**src/design/vfcm_pkg.sv**
```systemverilog
// Shared constants, types and lookup functions for the voxel face-cull mesher.
`timescale 1ns / 1ps
package vfcm_pkg;

  // Chunk and palette geometry
  localparam int MAX_EDGE      = 32;
  localparam int PALETTE_DEPTH = 256;
  localparam int EW            = $clog2(MAX_EDGE);
  localparam int POS_W         = 5;
  localparam int CW            = ((EW > POS_W) ? EW : POS_W) + 2;
  localparam int VOX_AW        = 3 * EW;
  localparam int VOX_DEPTH     = 1 << VOX_AW;
  localparam int PAL_AW        = $clog2(PALETTE_DEPTH);

  // Field widths
  localparam int EDGE_W  = 6;
  localparam int SLOT_W  = 8;
  localparam int VOXEL_W = SLOT_W + 1;
  localparam int RGB_W   = 24;
  localparam int COORD_W = 6;
  localparam int VNUM_W  = 18;
  localparam int CNT_W   = 19;

  // Configuration port
  localparam int APB_AW    = 3;
  localparam int APB_DW    = 32;
  localparam int REG_IDX_W = 1;
  localparam logic [REG_IDX_W-1:0] REG_CHUNK_EDGE = 1'b0;
  localparam logic [EDGE_W-1:0] CHUNK_EDGE_RESET = 6'd32;

  // Command codes
  localparam logic [1:0] CMD_WRITE_VOXEL   = 2'd0;
  localparam logic [1:0] CMD_WRITE_PALETTE = 2'd1;
  localparam logic [1:0] CMD_MESH          = 2'd2;
  localparam logic [1:0] CMD_RESTART       = 2'd3;

  // Result kinds
  localparam logic KIND_VERTEX = 1'b0;
  localparam logic KIND_INDEX  = 1'b1;

  typedef struct packed {
    logic [POS_W-1:0] x;
    logic [POS_W-1:0] y;
    logic [POS_W-1:0] z;
  } pos_t;

  typedef struct packed {
    logic signed [1:0] dx;
    logic signed [1:0] dy;
    logic signed [1:0] dz;
  } offs_t;

  typedef struct packed {
    logic signed [CW-1:0] x;
    logic signed [CW-1:0] y;
    logic signed [CW-1:0] z;
  } coord_t;

  // Corner offsets of the unit cube
  localparam logic CORNER_DX [8] = '{1'b0, 1'b1, 1'b1, 1'b0, 1'b0, 1'b1, 1'b1, 1'b0};
  localparam logic CORNER_DY [8] = '{1'b0, 1'b0, 1'b0, 1'b0, 1'b1, 1'b1, 1'b1, 1'b1};
  localparam logic CORNER_DZ [8] = '{1'b0, 1'b0, 1'b1, 1'b1, 1'b0, 1'b0, 1'b1, 1'b1};

  // Corner slots of each face: bottom, top, front, back, right, left
  localparam logic [2:0] FACE_CORNERS [6][6] = '{
    '{3'd0, 3'd1, 3'd3, 3'd1, 3'd2, 3'd3},
    '{3'd7, 3'd5, 3'd4, 3'd7, 3'd6, 3'd5},
    '{3'd4, 3'd1, 3'd0, 3'd4, 3'd5, 3'd1},
    '{3'd3, 3'd2, 3'd7, 3'd2, 3'd6, 3'd7},
    '{3'd5, 3'd2, 3'd1, 3'd5, 3'd6, 3'd2},
    '{3'd0, 3'd3, 3'd4, 3'd3, 3'd7, 3'd4}
  };

  // Neighbor direction of a face
  function automatic offs_t face_offs(logic [2:0] f);
    offs_t o;
    o = '0;
    unique case (f)
      3'd0:    o.dy = 2'sb11;
      3'd1:    o.dy = 2'sb01;
      3'd2:    o.dz = 2'sb11;
      3'd3:    o.dz = 2'sb01;
      3'd4:    o.dx = 2'sb01;
      3'd5:    o.dx = 2'sb11;
      default: o = '0;
    endcase
    return o;
  endfunction

  function automatic offs_t corner_offs(logic [2:0] c);
    offs_t o;
    o.dx = {1'b0, CORNER_DX[c]};
    o.dy = {1'b0, CORNER_DY[c]};
    o.dz = {1'b0, CORNER_DZ[c]};
    return o;
  endfunction

  // Lowest pending face of a six-bit mask
  function automatic logic [2:0] lowest_face(logic [5:0] mask);
    logic [2:0] f;
    f = 3'd0;
    for (int i = 5; i >= 0; i--) begin
      if (mask[i]) f = 3'(i);
    end
    return f;
  endfunction

  function automatic logic slot_ok(logic [SLOT_W-1:0] s);
    return int'(s) < PALETTE_DEPTH;
  endfunction

endpackage

```
**src/design/vfcm_coord_unit.sv**
```systemverilog
// Shared coordinate adder and chunk bounds check for neighbor and corner positions.
`timescale 1ns / 1ps
module vfcm_coord_unit import vfcm_pkg::*; (
  input  pos_t              base,
  input  offs_t             offs,
  input  logic [EDGE_W-1:0] chunk_edge,
  output coord_t            sum,
  output logic              in_bounds
);

  logic signed [CW-1:0] edge_c;

  // Clamp the edge to the store size
  assign edge_c = (int'(chunk_edge) > MAX_EDGE) ? CW'(MAX_EDGE) : CW'(chunk_edge);

  // Add the signed offset on each axis
  assign sum.x = signed'({{(CW-POS_W){1'b0}}, base.x}) + signed'({{(CW-2){offs.dx[1]}}, offs.dx});
  assign sum.y = signed'({{(CW-POS_W){1'b0}}, base.y}) + signed'({{(CW-2){offs.dy[1]}}, offs.dy});
  assign sum.z = signed'({{(CW-POS_W){1'b0}}, base.z}) + signed'({{(CW-2){offs.dz[1]}}, offs.dz});

  assign in_bounds = (sum.x >= 0) && (sum.x < edge_c) &&
                     (sum.y >= 0) && (sum.y < edge_c) &&
                     (sum.z >= 0) && (sum.z < edge_c);

endmodule

```
**config.mk**
```make
export PLATFORM = sky130hd
export DESIGN_NAME = vfcm_coord_unit
export DESIGN_NICKNAME = d
export VERILOG_FILES = /design/src/design/vfcm_pkg.sv /design/src/design/vfcm_coord_unit.sv
export SDC_FILE = /design/constraint.sdc
export NUM_CORES = 1
export LEC_CHECK = 0
export BUFFER_PORTS_ARGS = -buffer_cell sky130_fd_sc_hd__buf_2
export CAP_MARGIN = 20
export CORE_MARGIN = 3
export CORE_UTILIZATION = 46
export DETAILED_ROUTE_END_ITERATION = 16
export PLACE_DENSITY_LB_ADDON = 0.15
export SLEW_MARGIN = 15
export SYNTH_ARGS = -nofsm -noshare
export SYNTH_HDL_FRONTEND = slang
export SYNTH_SLANG_ARGS = --single-unit
```
**constraint.sdc**
```tcl
create_clock -name vclk -period 5.15
set_input_delay 1.545 -clock vclk [all_inputs]
set_output_delay 1.545 -clock vclk [all_outputs]
set_load 0.005 [all_outputs]
```
======== After elaboration in Yosys (flattened, before gate mapping) ========
Index checks and enable logic that the tools add are counted.
operators by class
  add/sub/neg operators ................... 3
  $lt $le $gt $ge ......................... 7
  mux-type cells .......................... 1
  reduce and logical (&&, ||, !) cells .... 5
operators by type and width
  kind                                                  number
  adder 6 x 2 -> 7 bit                                  3
  >= comparator 7 x 1 -> 1 bit, second input constant   3
  less-than comparator 7 bit                            3
  greater-than comparator 6 bit, second input constant  1
  two-way mux 6 bit                                     1
  logical AND 1 bit                                     5
word-level totals
  register bits ........................... 0
  bits of input ports ..................... 27
  logic and storage cells ................. 16

======== Logic depth before layout (Yosys ltp) ========
Gate-level depths: netlist of run 1.
  depth after elaboration ................. 8
  depth in mapped cells ................... 12
  gate-level depth less buffers ........... 12

======== Worst setup path before layout of run 1 ========
Ideal clock, no wire load.
  kind .................................... input -> output
  start point ............................. input port base[5] (netlist bit)
  end point ............................... output port in_bounds
  arrival time ............................ 3709 ps
  data required time ...................... 3605 ps
  slack ................................... -104 ps
  stages .................................. 12
  buffers on the path ..................... 0
  cell sequence ........................... ha_1 > inv_1 > fa_1 > nor2b_1 > o21a_1 > nor2_1 > xor2_1 > ha_1 > a21oi_1 > o21ai_0 > a2111oi_0 > nor4b_2
RTL lines
  element          line                  source
  start, declared  vfcm_coord_unit.sv:4  input pos_t base,
  end, declared    vfcm_coord_unit.sv:8  output logic in_bounds

======== Final worst setup path of run 1 ========
  start point ............................. input port offs[3] (netlist bit)
  end point ............................... output port in_bounds
on the way
  cells in the longest elaborated chain, start to end .. 6
  elaborated cells on any way between the ends .. 7
  classes of those cells .................. add/sub: 1; order compare: 2; reduce/logical: 4
ends and longest elaborated chain
  element                             line                   source
  start, declared                     vfcm_coord_unit.sv:5   input offs_t offs,
  adder 6 x 2 -> 7 bit (*)            vfcm_coord_unit.sv:18  assign sum.y = signed'({{(CW-POS_W){1'b0}}, base.y}) + signed'({{(CW-2){offs.dy[1]}}, offs.dy});
  >= comparator 7 x 1 -> 1 bit        vfcm_coord_unit.sv:22  (sum.y >= 0) && (sum.y < edge_c) &&
  logical AND 1 bit                   vfcm_coord_unit.sv:21  assign in_bounds = (sum.x >= 0) && (sum.x < edge_c) &&
  logical AND 1 bit (*) (2 in a row)  vfcm_coord_unit.sv:22
  logical AND 1 bit (*)               vfcm_coord_unit.sv:23  (sum.z >= 0) && (sum.z < edge_c);
Mark *: on every way between the ends. The rest lies on a longest branch, timed or not.

==> results of run 1 <==
## layer usage
metal	wire length [um]	track usage [%]	part of all wire (%)
met3	160	0.268	5.1
met2	1680	43.1	53
met5	0	0	0
met4	10	0.810	0.32
met1	1310	25.2	41
## cell type report
class,instances,area share (%)
multi-input cells,115,63.9
repair buffers,82,29.8
well taps,28,2.07
inverters,19,4.21
## path summary, 6_finish.rpt
| check | cells past startpoint | to | slack (ns) |
|---|---|---|---|
| hold / removal | 3 | sum[7] | 3.38 |
| setup / recovery | 12 | in_bounds | -0.33 |
## synthesized netlist by cell type (all sizes together)
| library cell | number | area, um2 |
|---|---|---|
| a21o | 8 | 60.1 |
| xnor2 | 7 | 61.3 |
| and2 | 1 | 6.26 |
| nand2b | 2 | 12.5 |
| and2b | 1 | 8.76 |
| nand2 | 7 | 26.3 |
| a2111oi | 2 | 36.3 |
| o31a | 2 | 17.5 |
| nor4b | 1 | 15.0 |
| a211oi | 1 | 7.51 |
| nor3 | 2 | 10.0 |
| or3 | 1 | 6.26 |
| nor2b | 2 | 12.5 |
| inv | 19 | 71.3 |
| o2111a | 2 | 22.5 |
| mux2i | 2 | 20.0 |
| nor2 | 4 | 15.0 |
| o21bai | 4 | 30.0 |
| fa | 3 | 60.1 |
| xor2 | 6 | 52.6 |
| nand3 | 3 | 15.0 |
| o2bb2ai | 1 | 8.76 |
| ha | 32 | 400 |
| or3b | 2 | 17.5 |
| o2111ai | 2 | 17.5 |
| or2 | 2 | 12.5 |
| o21a | 4 | 30.0 |
| nor3b | 1 | 7.51 |
| a21oi | 7 | 35.0 |
| o21ai | 3 | 15.0 |
## logic make-up after synthesis
logic type | count (synthesis)
XOR/XNOR | 13
AND/OR/NAND/NOR | 29
buffers and inverters | 19
multiplexers | 2
AO/OA/AOI/OAI | 36
adder cells (fa/ha/maj) | 35
## worst max-delay path, cell delays in order
cell and delay [ns]:
buf_2 0.13, ha_1 0.27, a21o_1 0.16, a21o_1 0.19
xor2_2 0.17, ha_1 0.30, a21o_1 0.19, a21oi_2 0.13
o21ai_1 0.09, a2111oi_1 0.32, nor4b_2 0.27, buf_2 0.16
## where the power goes
group / total [mW] / internal, mW / switching, mW
clock network: 0 / 0 / 0
logic: 0.231 / 0.122 / 0.109
registers: 0 / 0 / 0
total: 0.231 / 0.122 / 0.109
## per-stage QoR
step,cells,TNS [ns]
floorplan,134,-0.0340
global placement,242,-0.330
detailed placement,242,-0.412
CTS,243,-0.327
global route,244,-0.478
finish,244,-0.328
## timing repair
item | 4_1_cts | 5_1_grt
endpoints found under the setup margin | 1 | 1
pin swaps | 4 | 1
endpoints found under the hold margin | 0 | 0
buffers inserted | 1 | 1
gates resized for setup | 4 | 10
==> results.toml, run 1 <==
[detailed_routing]
vias_per_cell = 5.12
wire_per_inst_um = 12.9
drt_iter0_markers = 13
vias = 1250
drtPass1Iterations = 4
drcViolationCount = 0
postRouteAntennaNets = 0
routed_wl_mm = 3.16

[place]
gp_congestion = 0.759
place_ws_ns = -0.412
io_buffers = 49
dp_hpwl_mm = 2.73
postPlaceCellArea_mm2 = 0.00163

[final_layout]
area_delta_synth_final_pct = 52.5
clockBufferCount = 0
n_fill_cell = 193
layout_commonest_cell = "buf_2"
final_cell_mix = "buf_2, buf_4, ha_1"
post-route-util_pct = 75.1
stdcell_area_mm2 = 0.00169
fin_nets = 280
design.seq.count = 0
antennaDiodeCount = 0
multi_input_area_mm2 = 0.00108
register_area_um2 = 0
layout-drive-gt1-share_pct = 45.4

[power_and_ir_drop]
vdd_drop_max_mv = 0.0763
p_leak_nw = 0.934
p_per_area_mw_per_mm2 = 136
power.total_mw = 0.231

[global_route]
grt_max_degree = 8
grt_overflow = 0
grt_pass1_wl_mm = 4.77
grt_usage_pct = 21.1
first_global_vias = 1180
antenna_found_initial = 0

[worst_setup_path]
end_kind = "output pin"
cp-start-kind = "primary input"
crit_fanout = 4
worstPathRequired_ns = 3.61
worstSetupStartpoint = "offs[3]"
path_class = "in2out"
worstPathArrival_ns = 3.93

[die]
die-width_um = 55.1
num_rows = 17
dieArea_mm2 = 0.00304
io_pins = 49
start_util_pct = 49.3
coreArea_mm2 = 0.00225
die_h_um = 55.1

[sta]
fin_crit_sh_pct = 106
slew_headroom_pct = 71.4
period_minus_slack_ns = 5.48
finalMaxSlewViolations = 0
finalHoldViolCount = 0
setup_slack_ns = -0.328
rsz0062_at_grt = "yes"
fmax_mhz = 183
whs_ns = 3.38
setup_violations = 1
worst_slew_pin_slew_ns = 0.429

[run]
cap_violations = 0

[synthesis]
synth_cell_types = 31
yosysWarnings = 0
synth-compound-area-share_pct = 25.2
syn_area_mm2 = 0.00111
yosys.area_share.xor_xnor_pct = 10.2
syn_area_per_cell_um2 = 8.29
synthCells = 134
muxShareOfSynthArea_pct = 1.80
yosys.area_share.adder_pct = 41.4
seq_area_frac_synth_pct = 0
synth_top_family_by_area = "adder cells"
synthSimpleGateAreaFrac_pct = 14.9
syn-num-nets = 196

[clocking]
postCtsHoldBufs = 0

[outcome]
status = "finished, violations left"
violations = "setup timing"

[worst_hold_path]
hold_class = "in2out"
min_from = "offs[2]"
Power figures use the tool's default switching activity.
==> run 2: changes to the inputs <==
==> constraint.sdc (replaced) <==
create_clock -name vclk -period 5.15
set_input_delay 1.545 -clock vclk [all_inputs]
set_output_delay 1.545 -clock vclk [all_outputs]
set_load 0.05 [all_outputs]
==> results.toml, run 2 (synthesis results as in run 1) <==
[die]
die-width_um = 55.1
io_pins = 49
coreArea_mm2 = 0.00225
dieArea_mm2 = 0.00304
die_h_um = 55.1
start_util_pct = 49.3
num_rows = 17

[place]
gp_congestion = 0.755
io_buffers = 49
postPlaceCellArea_mm2 = 0.00180
place_ws_ns = -0.631
dp_cells = 244
dp_hpwl_mm = 3.00

[sta]
fin_crit_sh_pct = 107
finalMaxSlewViolations = 0
fmax_mhz = 181
slew_headroom_pct = 72.7
setup_slack_ns = -0.382
setup_violations = 1
whs_ns = 3.54
period_minus_slack_ns = 5.53
worst_slew_pin_slew_ns = 0.407
finalHoldViolCount = 0
rsz0062_at_grt = "yes"

[detailed_routing]
vias = 1356
wire_per_inst_um = 14.8
routed_wl_mm = 3.63
drcViolationCount = 0
vias_per_cell = 5.51
postRouteAntennaNets = 0
drtPass1Iterations = 4
drt_iter0_markers = 9

[final_layout]
final_cell_mix = "buf_2, buf_4, ha_1"
layout-drive-gt1-share_pct = 55.0
register_area_um2 = 0
design.seq.count = 0
fin_nets = 282
n_fill_cell = 127
clockBufferCount = 0
layout_commonest_cell = "buf_2"
area_delta_synth_final_pct = 73.1
antennaDiodeCount = 0
stdcell_area_mm2 = 0.00192
layoutNonFillerInstCount = 246
multi_input_area_mm2 = 0.00129

[worst_setup_path]
path_class = "in2out"
end_kind = "output pin"
worstPathArrival_ns = 3.99
crit_fanout = 4
worstPathRequired_ns = 3.61
cp-start-kind = "primary input"

[clocking]
postCtsHoldBufs = 0

[power_and_ir_drop]
seqPwrFrac_pct = 0
swShare_pct = 61.3
power_frac_clock_pct = 0
vdd_drop_max_mv = 0.136
p_comb_share_pct = 100.0
p_leak_nw = 1.01
p_sw_mw = 0.229
p_per_area_mw_per_mm2 = 194
internal_power_mw = 0.144

[global_route]
grt_pass1_wl_mm = 5.55
grt_overflow = 0
first_global_vias = 1330
grt_usage_pct = 24.7
grt_max_degree = 8
antenna_found_initial = 0

[run]
cap_violations = 0

[worst_hold_path]
hold_class = "in2out"
whs_endpoint = "sum[7]"
whs_path_depth = 3
min_from = "base[5]"

[outcome]
status = "finished, violations left"
violations = "setup timing"
==> run 2: cell count changes in the layout (fill, tap and decap cells not counted), sizes merged <==
cell | before | now
buf | 82 | 84
==> run 2: metrics by stage <==
stage	util, %	setup TNS [ns]	power, mW
4_1_cts	84.2	-0.381	0.364
6_report	85.3	-0.382	0.373
5_1_grt	85.3	-0.499	0.399
3_3_place_gp	79.9	-0.557	0.331
3_5_place_dp	79.9	-0.631	0.347
2_1_floorplan	-	-0.644	0.247
==> run 2: per-layer routing <==
layer	GRT usage [%]	part of all wire, %	up-vias
met2	50.0	54	51
met4	5.26	0.85	0
met3	2.41	5.6	4
met5	0	0	-
li1	-	-	652
met1	26.9	39	649
==> run 2: critical path, cell delays in order <==
cell and delay [ns]:
buf_4 0.13, ha_1 0.27, a21o_1 0.17, a21o_1 0.22, a21oi_2 0.15, o21bai_2 0.12, xnor2_4 0.16, ha_1 0.20
or3_1 0.32, a2111oi_2 0.23, nor4b_4 0.28, buf_6 0.20
==> run 2: how the worst max path moves through the flow <==
stage,startpoint,to,slack [ns]
6_report,offs[3],in_bounds,-0.38
5_1_grt,offs[3],in_bounds,-0.50
4_1_cts,offs[2],in_bounds,-0.38
3_5_place_dp,offs[3],in_bounds,-0.63
3_3_place_gp,offs[1],in_bounds,-0.56
2_1_floorplan,base[5],in_bounds,-0.64
==> run 2: layout make-up <==
| cell class | instances | share of cell area [%] |
|---|---|---|
| repair buffers | 84 | 27.5 |
| inverters | 19 | 3.71 |
| multi-input cells | 115 | 66.9 |
| well taps | 28 | 1.82 |
==> run 2: what timing repair did <==
item / 4_1_cts / 5_1_grt
setup endpoints to repair: 1 / 2
pin swaps: 14 / 2
resized for setup: 17 / 6
gates cloned: 0 / 0
endpoints found under the hold margin: 0 / 0
buffers inserted: 2 / 0
==> run 2: power by group through the flow <==
| stage | registers, mW | clock network [mW] | logic (mW) |
|---|---|---|---|
| finish | 0 | 0 | 0.373 |
| global route | 0 | 0 | 0.399 |
| CTS | 0 | 0 | 0.364 |
| detailed placement | 0 | 0 | 0.347 |
| global placement | 0 | 0 | 0.331 |
| floorplan | 0 | 0 | 0.247 |
